## config.mk

```make
export PLATFORM = sky130hd
export DESIGN_NAME = multi_stop_gradient_sampler
export DESIGN_NICKNAME = d
export VERILOG_FILES = /design/src/rtl/core/msgs_pkg.sv /design/src/rtl/core/msgs_div_pipe.sv /design/src/rtl/core/msgs_blend.sv /design/src/rtl/core/multi_stop_gradient_sampler.sv
export SDC_FILE = /design/constraint.sdc
export NUM_CORES = 2
export LEC_CHECK = 0
export ABC_CLOCK_PERIOD_IN_PS = 40600
export BUFFER_PORTS_ARGS = -buffer_cell sky130_fd_sc_hd__buf_2
export CORE_ASPECT_RATIO = 0.7
export CORE_UTILIZATION = 50
export DETAILED_ROUTE_END_ITERATION = 8
export GPL_TIMING_DRIVEN = 0
export MAX_ROUTING_LAYER = met4
export PLACE_DENSITY = 0.64
export SLEW_MARGIN = 0
export SYNTH_ARGS = -nofsm -noshare
export SYNTH_HDL_FRONTEND = slang
export SYNTH_SLANG_ARGS = --single-unit
```

## constraint.sdc

```tcl
create_clock -name clk -period 40.6 [get_ports clk]
set_input_delay 6.09 -clock clk [delete_from_list [all_inputs] [get_ports clk]]
set_output_delay 6.09 -clock clk [all_outputs]
set_load 0.01 [all_outputs]
```

## src/rtl/core/msgs_pkg.sv

```systemverilog
// ----------------------------------------------------------------------------
// msgs_pkg
// Shared widths, register indexes, configuration record and divider stage
// record for the multi-stop gradient sampler.
// ----------------------------------------------------------------------------
package msgs_pkg;

  localparam int X_W         = 16;   // screen coordinate
  localparam int WIDTH_W     = 16;   // gradient period in pixels
  localparam int FRAC_W      = 16;   // fixed-point fraction bits
  localparam int CHAN_W      = 8;    // one color channel
  localparam int NUM_CHAN    = 3;
  localparam int COLOR_W     = CHAN_W * NUM_CHAN;
  localparam int COUNT_W     = 3;
  localparam int PALETTE_MAX = 5;
  localparam int SEG_IDX_W   = 2;    // segment index, at most PALETTE_MAX-2
  localparam int CFG_IDX_W   = 4;

  // One divider step retires one dividend bit: the coordinate bits, then the
  // fraction bits of the quotient.
  localparam int DIV_STEPS = X_W + FRAC_W;

  localparam logic [FRAC_W:0] FIXED_ONE = {1'b1, {FRAC_W{1'b0}}};

  typedef enum logic [CFG_IDX_W-1:0] {
    REG_TOTAL_WIDTH     = 4'd0,
    REG_GRADIENT_OFFSET = 4'd1,
    REG_PALETTE_COUNT   = 4'd2,
    REG_COLOR_ZERO      = 4'd3,
    REG_COLOR_ONE       = 4'd4,
    REG_COLOR_TWO       = 4'd5,
    REG_COLOR_THREE     = 4'd6,
    REG_COLOR_FOUR      = 4'd7
  } reg_idx_t;

  typedef struct packed {
    logic [WIDTH_W-1:0] total_width;
    logic [FRAC_W-1:0]  gradient_offset;
    logic [COUNT_W-1:0] palette_count;
    logic [COLOR_W-1:0] color_zero;
    logic [COLOR_W-1:0] color_one;
    logic [COLOR_W-1:0] color_two;
    logic [COLOR_W-1:0] color_three;
    logic [COLOR_W-1:0] color_four;
  } cfg_t;

  typedef struct packed {
    logic               neg;
    logic [X_W-1:0]     mag;
    logic [WIDTH_W-1:0] rem;
    logic [FRAC_W-1:0]  quo;
  } div_stage_t;

endpackage

```

## src/rtl/core/msgs_div_pipe.sv

```systemverilog
// ----------------------------------------------------------------------------
// msgs_div_pipe
// Pipelined restoring divider: one quotient bit per stage. Produces the
// fraction bits of |x| * FIXED_ONE / total_width and the sign of x.
// ----------------------------------------------------------------------------
module msgs_div_pipe
  import msgs_pkg::*;
(
  input  logic               clk,
  input  logic               rst,
  input  logic               en,
  input  logic               in_valid,
  input  logic [X_W-1:0]     in_x,
  input  logic [WIDTH_W-1:0] divisor,
  output logic               out_valid,
  output div_stage_t         out_stage
);

  div_stage_t stage [DIV_STEPS+1];
  logic       vld   [DIV_STEPS+1];

  always_ff @(posedge clk) begin
    if (rst) begin
      vld[0] <= 1'b0;
    end else if (en) begin
      vld[0] <= in_valid;
    end
  end

  // The magnitude of the most negative coordinate still fits unsigned.
  always_ff @(posedge clk) begin
    if (en) begin
      stage[0].neg <= in_x[X_W-1];
      stage[0].mag <= in_x[X_W-1] ? (~in_x + 1'b1) : in_x;
      stage[0].rem <= '0;
      stage[0].quo <= '0;
    end
  end

  for (genvar k = 0; k < DIV_STEPS; k++) begin : g_step
    logic [WIDTH_W:0]   trial;
    logic [WIDTH_W:0]   diff;
    logic               take;
    div_stage_t         nxt;

    always_comb begin
      trial    = {stage[k].rem, stage[k].mag[X_W-1]};
      diff     = trial - {1'b0, divisor};
      take     = (trial >= {1'b0, divisor});
      nxt.neg  = stage[k].neg;
      nxt.mag  = stage[k].mag << 1;
      nxt.rem  = take ? diff[WIDTH_W-1:0] : trial[WIDTH_W-1:0];
      nxt.quo  = {stage[k].quo[FRAC_W-2:0], take};
    end

    always_ff @(posedge clk) begin
      if (rst) begin
        vld[k+1] <= 1'b0;
      end else if (en) begin
        vld[k+1] <= vld[k];
      end
    end

    always_ff @(posedge clk) begin
      if (en) begin
        stage[k+1] <= nxt;
      end
    end
  end

  assign out_valid = vld[DIV_STEPS];
  assign out_stage = stage[DIV_STEPS];

endmodule

```

## src/rtl/core/msgs_blend.sv

```systemverilog
// ----------------------------------------------------------------------------
// msgs_blend
// Applies sign, zero width and phase to the quotient, picks the palette
// segment and blends the two neighboring stops per channel.
// ----------------------------------------------------------------------------
module msgs_blend
  import msgs_pkg::*;
(
  input  logic              clk,
  input  logic              rst,
  input  logic              en,
  input  cfg_t              cfg,
  input  logic              in_valid,
  input  div_stage_t        in_stage,
  output logic              out_valid,
  output logic [CHAN_W-1:0] red,
  output logic [CHAN_W-1:0] green,
  output logic [CHAN_W-1:0] blue
);

  localparam int SCALED_W = FRAC_W + COUNT_W;
  localparam int PROD_W   = CHAN_W + FRAC_W + 1;

  logic vld1, vld2, vld3, vld4;

  always_ff @(posedge clk) begin
    if (rst) begin
      vld1 <= 1'b0;
      vld2 <= 1'b0;
      vld3 <= 1'b0;
      vld4 <= 1'b0;
    end else if (en) begin
      vld1 <= in_valid;
      vld2 <= vld1;
      vld3 <= vld2;
      vld4 <= vld3;
    end
  end

  // Stage 1: wrapped position. FIXED_ONE is a power of two, so the wrap is
  // plain modular arithmetic on the fraction bits.
  logic [FRAC_W-1:0] signed_quo;
  logic [FRAC_W-1:0] pos_raw;
  logic [FRAC_W-1:0] pos1;

  always_comb begin
    signed_quo = in_stage.neg ? (~in_stage.quo + 1'b1) : in_stage.quo;
    pos_raw    = (cfg.total_width == '0) ? '0 : signed_quo;
  end

  always_ff @(posedge clk) begin
    if (en) begin
      pos1 <= pos_raw - cfg.gradient_offset;
    end
  end

  // Stage 2: segment choice.
  logic [COUNT_W-1:0]   count_sat;
  logic [COUNT_W-1:0]   segs;
  logic [SCALED_W-1:0]  scaled;
  logic [SEG_IDX_W-1:0] seg_idx;
  logic [COLOR_W-1:0]   col_a_next, col_b_next;
  logic [FRAC_W-1:0]    frac_next;
  logic [COLOR_W-1:0]   col_a, col_b;
  logic [FRAC_W-1:0]    frac2;

  always_comb begin
    count_sat = (cfg.palette_count > COUNT_W'(PALETTE_MAX)) ?
                COUNT_W'(PALETTE_MAX) : cfg.palette_count;
    segs      = count_sat - 1'b1;
    scaled    = SCALED_W'(pos1) * SCALED_W'(segs);
    seg_idx   = scaled[FRAC_W +: SEG_IDX_W];
    col_a_next = cfg.color_zero;
    col_b_next = cfg.color_one;
    frac_next  = pos1;
    if (count_sat > COUNT_W'(2)) begin
      frac_next = scaled[FRAC_W-1:0];
      unique case (seg_idx)
        2'd0: begin
          col_a_next = cfg.color_zero;
          col_b_next = cfg.color_one;
        end
        2'd1: begin
          col_a_next = cfg.color_one;
          col_b_next = cfg.color_two;
        end
        2'd2: begin
          col_a_next = cfg.color_two;
          col_b_next = cfg.color_three;
        end
        default: begin
          col_a_next = cfg.color_three;
          col_b_next = cfg.color_four;
        end
      endcase
    end
  end

  always_ff @(posedge clk) begin
    if (en) begin
      col_a <= col_a_next;
      col_b <= col_b_next;
      frac2 <= frac_next;
    end
  end

  // Stages 3 and 4: weighted products, then sum and drop the fraction.
  logic [FRAC_W:0]   weight_a;
  logic [CHAN_W-1:0] chan [NUM_CHAN];

  assign weight_a = FIXED_ONE - {1'b0, frac2};

  for (genvar c = 0; c < NUM_CHAN; c++) begin : g_chan
    logic [PROD_W-1:0] prod_a, prod_b;
    logic [PROD_W-1:0] sum;

    always_ff @(posedge clk) begin
      if (en) begin
        prod_a <= PROD_W'(col_a[c*CHAN_W +: CHAN_W]) * PROD_W'(weight_a);
        prod_b <= PROD_W'(col_b[c*CHAN_W +: CHAN_W]) * PROD_W'(frac2);
      end
    end

    assign sum = prod_a + prod_b;

    always_ff @(posedge clk) begin
      if (en) begin
        chan[c] <= sum[FRAC_W +: CHAN_W];
      end
    end
  end

  assign out_valid = vld4;
  assign red       = chan[0];
  assign green     = chan[1];
  assign blue      = chan[2];

endmodule

```

## src/rtl/core/multi_stop_gradient_sampler.sv

```systemverilog
// ----------------------------------------------------------------------------
// multi_stop_gradient_sampler
// Repeating linear gradient: one RGB color per pixel coordinate.
// ----------------------------------------------------------------------------
// The sampler takes one pixel beat per clock and returns one color beat per
// clock. A pixel passes one input register, 32 stages of the pipelined
// position divider (one quotient bit per stage), and four stages of wrap,
// segment choice, multiply and sum. The last stage is the output register;
// when the output stalls, the whole pipeline holds.
// Configuration writes take effect at once and are meant for idle periods.
module multi_stop_gradient_sampler
  import msgs_pkg::*;
(
  input  logic                 clk,
  input  logic                 rst,
  // Configuration writes
  input  logic                 cfg_valid,
  output logic                 cfg_ready,
  input  logic [CFG_IDX_W-1:0] cfg_index,
  input  logic [COLOR_W-1:0]   cfg_data,
  // Pixel stream in
  input  logic                 s_tvalid,
  output logic                 s_tready,
  input  logic [X_W-1:0]       s_tdata,   // [15:0] screen_x
  // Color stream out
  output logic                 m_tvalid,
  input  logic                 m_tready,
  output logic [COLOR_W-1:0]   m_tdata    // [7:0] red, [15:8] green, [23:16] blue
);

  cfg_t cfg;

  assign cfg_ready = 1'b1;

  always_ff @(posedge clk) begin
    if (rst) begin
      cfg <= '0;
    end else if (cfg_valid) begin
      unique case (cfg_index)
        REG_TOTAL_WIDTH:     cfg.total_width     <= cfg_data[WIDTH_W-1:0];
        REG_GRADIENT_OFFSET: cfg.gradient_offset <= cfg_data[FRAC_W-1:0];
        REG_PALETTE_COUNT:   cfg.palette_count   <= cfg_data[COUNT_W-1:0];
        REG_COLOR_ZERO:      cfg.color_zero      <= cfg_data;
        REG_COLOR_ONE:       cfg.color_one       <= cfg_data;
        REG_COLOR_TWO:       cfg.color_two       <= cfg_data;
        REG_COLOR_THREE:     cfg.color_three     <= cfg_data;
        REG_COLOR_FOUR:      cfg.color_four      <= cfg_data;
        default: ;
      endcase
    end
  end

  // All stages advance together unless a finished color is held at the output.
  logic en;
  assign en       = !m_tvalid || m_tready;
  assign s_tready = en;

  logic              div_valid;
  div_stage_t        div_stage;
  logic [CHAN_W-1:0] red, green, blue;

  msgs_div_pipe u_div (
    .clk       (clk),
    .rst       (rst),
    .en        (en),
    .in_valid  (s_tvalid),
    .in_x      (s_tdata),
    .divisor   (cfg.total_width),
    .out_valid (div_valid),
    .out_stage (div_stage)
  );

  msgs_blend u_blend (
    .clk       (clk),
    .rst       (rst),
    .en        (en),
    .cfg       (cfg),
    .in_valid  (div_valid),
    .in_stage  (div_stage),
    .out_valid (m_tvalid),
    .red       (red),
    .green     (green),
    .blue      (blue)
  );

  assign m_tdata = {blue, green, red};

endmodule

```

# After elaboration in Yosys (flattened, before gate mapping)
# Memory sizes are Yosys's and may differ from the RTL's. A register that Yosys moved wholly into a read port is not among the register bits.
# Cells that the tools add are included.
# word_totals
mem_bits_rw	1674
elab_cells	242
mem_count	3
ff_bits	382
# memory_table
memory	words	word_bits	read_ports	rd_ports_with_merged_regs	wr	line_no	rtl
u_div.stage	33	49	33	0	33	msgs_div_pipe.sv:19	div_stage_t stage [DIV_STEPS+1];
u_div.vld	33	1	33	1	33	msgs_div_pipe.sv:20	logic vld [DIV_STEPS+1];
u_blend.chan	3	8	3	0	3	msgs_blend.sv:109	logic [CHAN_W-1:0] chan [NUM_CHAN];
# op_classes
n_mux	80
addsub	40
n_lt_le_gt_ge	34
n_mul	7
n_eq_ne	9
reduce_logical	13
bitwise	35
# ops
cell	n
16-bit 2-to-1 mux	36
17-bit by 16-bit greater-or-equal comparator with 1-bit output	32
16-bit subtractor	33
24-bit case mux with 3 select lines	2
24-bit adder	3
8-bit by 16-bit multiplier with 24-bit output	3
8-bit by 17-bit multiplier with 24-bit output	3
24-bit 2-to-1 mux	2
1-bit 2-to-1 mux	39
1-bit bitwise OR	33
16-bit by 1-bit adder with 16-bit output, second input constant	2
16-bit inverter	2
16-bit by 3-bit multiplier with 18-bit output	1
17-bit by 16-bit subtractor with 17-bit output, first input constant	1
4-bit by 3-bit equality test with 1-bit output, second input constant	4
16-bit zero test	1
2-bit AND reduction	8
4-bit by 2-bit equality test with 1-bit output, second input constant	2
4-bit by 1-bit equality test with 1-bit output, second input constant	1
4-bit zero test	1
3-bit by 2-bit greater-than comparator with 1-bit output, second input constant	1
3-bit greater-than comparator, second input constant	1
3-bit 2-to-1 mux	1
3-bit by 1-bit subtractor with 3-bit output, second input constant	1
5 further kinds	5

# Longest topological paths before layout
# depth
word_depth	7
depth_mapped	26
depth_no_buf	24

# Modules after synthesis
# A second synthesis with hierarchy kept.
# hier_totals
hier_cells	9214
area_unflattened_um2	97467.2
# modules_own_cells
mod	seq_area_each_um2	n_inst	cells_each	area_per_inst_um2
msgs_div_pipe	25524.5	1	4726	53735.3
msgs_blend	7527.2	1	3943	37596.1
multi_stop_gradient_sampler	3103.0	1	545	6135.9

# Worst setup path before layout
# OpenSTA, ideal clock, no wires.
# synth_path
path_kind	input to output
from	input m_tready
to	output s_tready
n_path_buf	1
arrival_time_ns	26.454
path_stages	3
setup_slack_ns	8.056
cell_sequence	nor2b_1 clkbuf_1 inv_1
# synth_via
elab_chain_len	1
# synth_rtl
element	line_no	rtl
from (decl)	multi_stop_gradient_sampler.sv:27	input logic m_tready,
1-bit logical OR	multi_stop_gradient_sampler.sv:55	assign en = !m_tvalid || m_tready;
to (decl)	multi_stop_gradient_sampler.sv:23	output logic s_tready,
# Every way passes these cells.

# Worst setup path in the final report
# Ends and elaborated chain as after synthesis.

==> results.yml <==
run_status:
  outcome: "finished, final reports clean"
floorplan:
  die_h_um: 368
  ioPinCount: 76
  die_area_mm2: 0.193
  fp.coreArea_mm2: 0.189
  initial_utilization_pct: 50.6
  row_count: 133
  fp.dieW_um: 524
synthesis:
  synth.avg_cell_area_um2: 10.2
  mappedNetlistNets: 10800
  yosysTopAreaCell: "edfxtp_1"
  netlist_area_mm2: 0.0954
  synth_seq_cells: 1241
  synth_area_leaders: "edfxtp_1, fa_1, ha_1"
  synth_cell_types: 90
  synth_flop_cell: "edfxtp_1"
  synth_edf_count: 1082
  yosysSeqAreaShare_pct: 37.4
  synth.top_cell.area_share_pct: 34.0
  ys_async_sr_fraction_pct: 0
  yosys_warnings: 0
  synthCells: 9359
power_and_ir_drop:
  leakage_nw: 44.4
  seqPwrFrac_pct: 30.7
  power.switching_w: 0.00288
  p_sw_share_pct: 41.2
  p_int_w: 0.00410
  clock_power_share_pct: 18.1
  p_per_area_mw_per_mm2: 67.2
  power.share.combinational_pct: 51.2
  peakVddDrop_mv: 0.0857
setup_path:
  crit_path_max_fanout: 141
  critPathKind: "primary input to output pin"
  cp-end-kind: "output pin"
  critPathArrivalTime_ps: 9200
  worstPathRequired_ps: 34510
  r2r_cells: 21
  start_kind: "primary input"
placed_design:
  port_buffers: 70
  place_hpwl_mm: 188
  pre_cts_slack_ps: 25250
  gp_congestion: 0.943
routing:
  drc: 0
  drt-pass1-iter-count: 6
  ant_nets: 0
  vias: 70400
  via_per_inst: 5.77
  routedWlPerCell_um: 20.5
  routed_wirelength_mm: 250
  drtIter0Drc: 6117
global_routing:
  grt_overflow: 0
  grt_pass1_wl_mm: 392
  antenna_found_initial: 7
  grt_pass1_vias: 69000
  grt_max_degree: 142
  grt_usage_pct: 26.8
timing:
  drv_slew: 0
  worst_pin_slew_ps: 1190
  fmax_ghz: 0.0654
  min_period_ps: 15290
  setup_violations: 0
  fin_worst_skew_ps: 102
  timing.final.crit_share_pct: 37.7
  layout_setup_ws_ps: 25310
  hold_ws_ps: 373
  slew_headroom_pct: 20.6
  rsz0062_at_grt: "false"
  final_hold_viol_count: 0
clocking:
  cts.sinks: 1241
  cts_tree: "yes"
  cts_htree_levels: 4
  cts_resized: 0
  clkTransAtPathRegs_ps: 60
  cts.path.max_buffers: 4
  cts_buffers: 145
  cts_root_buf: "clkbuf_16"
  holdBufCountCts: 0
  cts_setup_buffers: 0
  insertion_delay_ps: 840
finish:
  mostFrequentLayoutCells: "nand2_1, edfxtp_1, ha_1"
  layout.nets: 11100
  syn_to_final_growth_pct: 8.91
  final_layout_size_suffix_gt1_share_pct: 6.42
  final_common_cell: "nand2_1"
min_path:
  hold_path_class: "register to register"
  worst_hold_path.num_cells: 0
run:
  maxCapViolations: 0
-- cell usage after synthesis (23+ instances only) --
library cell  number
nor3_1           218
a21boi_0          33
o221ai_1          33
nand2b_1          87
a211oi_1          23
nand4_1          130
nor2_1           540
o41ai_1           38
xor2_1           220
o211ai_1          26
and3_1            55
a21o_1           167
edfxtp_1        1082
o31ai_1           80
mux2i_1          117
a21oi_1          551
or3_1             54
fa_1             565
and2_1           585
ha_1             861
a31oi_1           33
xnor2_1          294
mux2_2           140
nand3_1          110
nor2b_1          116
nand2_1         1088
dfxtp_1          159
a31o_2            24
or2_2             36
o31a_1            35
o21a_1            67
o21ai_0          348
inv_1            814
clkbuf_1         238
nor4_1            78
-- layer usage --
metal	track usage, %	wire, um	part of all wire [%]	vias up
met3	3.33	15300	6.1	376
met4	7.48	7450	3.0	0
li1	-	-	-	33300
met1	39.4	121000	49	34500
met5	-	0	0	-
met2	38.7	106000	42	2205
-- flip-flops by register name, indices dropped and copies added, names as in the netlist, 24 cells and up --
name and count:
cfg 155, u_blend.chan 24, u_div.vld 33, u_div.stage 801, u_blend.col_a 24, u_blend.g_chan.prod_b 72, u_blend.g_chan.prod_a 72, u_blend.col_b 24
-- power by group through the flow --
stage | clock, W | sequential, W | combinational [W]
floorplan | 0 | 0.00206 | 0.00264
global placement | 0 | 0.00216 | 0.00340
detailed placement | 0 | 0.00216 | 0.00348
CTS | 0.00130 | 0.00214 | 0.00351
global route | 0.00134 | 0.00218 | 0.00392
finish | 0.00126 | 0.00214 | 0.00358
-- final timing paths --
path,slack [ps],startpoint,end
setup / recovery,25310,m_tready,s_tready
hold / removal,370,u_div.stage[0][1383],u_div.stage[0][1433]
setup reg to reg,32650,u_blend.frac2[1],u_blend.g_chan[1].prod_a[23]
hold reg to reg,370,u_div.stage[0][1383],u_div.stage[0][1433]
-- layout make-up --
class                           instances  area (um^2)
Antenna cell                            3         7.51
Buffer                                275         1120
Clock buffer                          177         3900
Clock inverter                         72          571
Fill cell                           16500        84800
Inverter                              814         3070
Multi-Input combinational cell       7029        55600
Sequential cell                      1241        35700
Tap cell                             2497         3120
Timing Repair Buffer                   93          878
-- per-stage QoR --
stage               setup TNS (ps)  total power (W)  instances  utilization [%]  area [um^2]
floorplan                        0          0.00470       9359                -        95400
global placement             -3540          0.00556      11900             52.4        98900
detailed placement               0          0.00564      11900             52.7        99500
CTS                              0          0.00695      12200             55.1       104000
global route                     0          0.00745      12200             55.1       104000
finish                           0          0.00698      12200             55.1       104000
-- kinds of logic (layout without fill, tap and decap cells) --
| kind of cell | Yosys count | after routing | synth area share (%) |
|---|---|---|---|
| xor+xnor | 514 | 514 | 4.72 |
| compound gates | 1628 | 1628 | 11.0 |
| other cells | 1 | 4 | 0.00393 |
| simple gates | 3199 | 3199 | 16.5 |
| mux | 261 | 261 | 2.93 |
| fa+ha+maj | 1426 | 1426 | 23.1 |
| flops | 1241 | 1241 | 37.4 |
| buf+inv | 1089 | 1431 | 4.37 |
-- worst max-delay path, stage by stage --
cell and delay [ps]:
buf_2 70, nor2b_1 30, clkbuf_1 260, inv_8 470
buf_16 540, buf_16 560, buf_16 460, buf_2 260
Power figures use the tool's default switching activity.
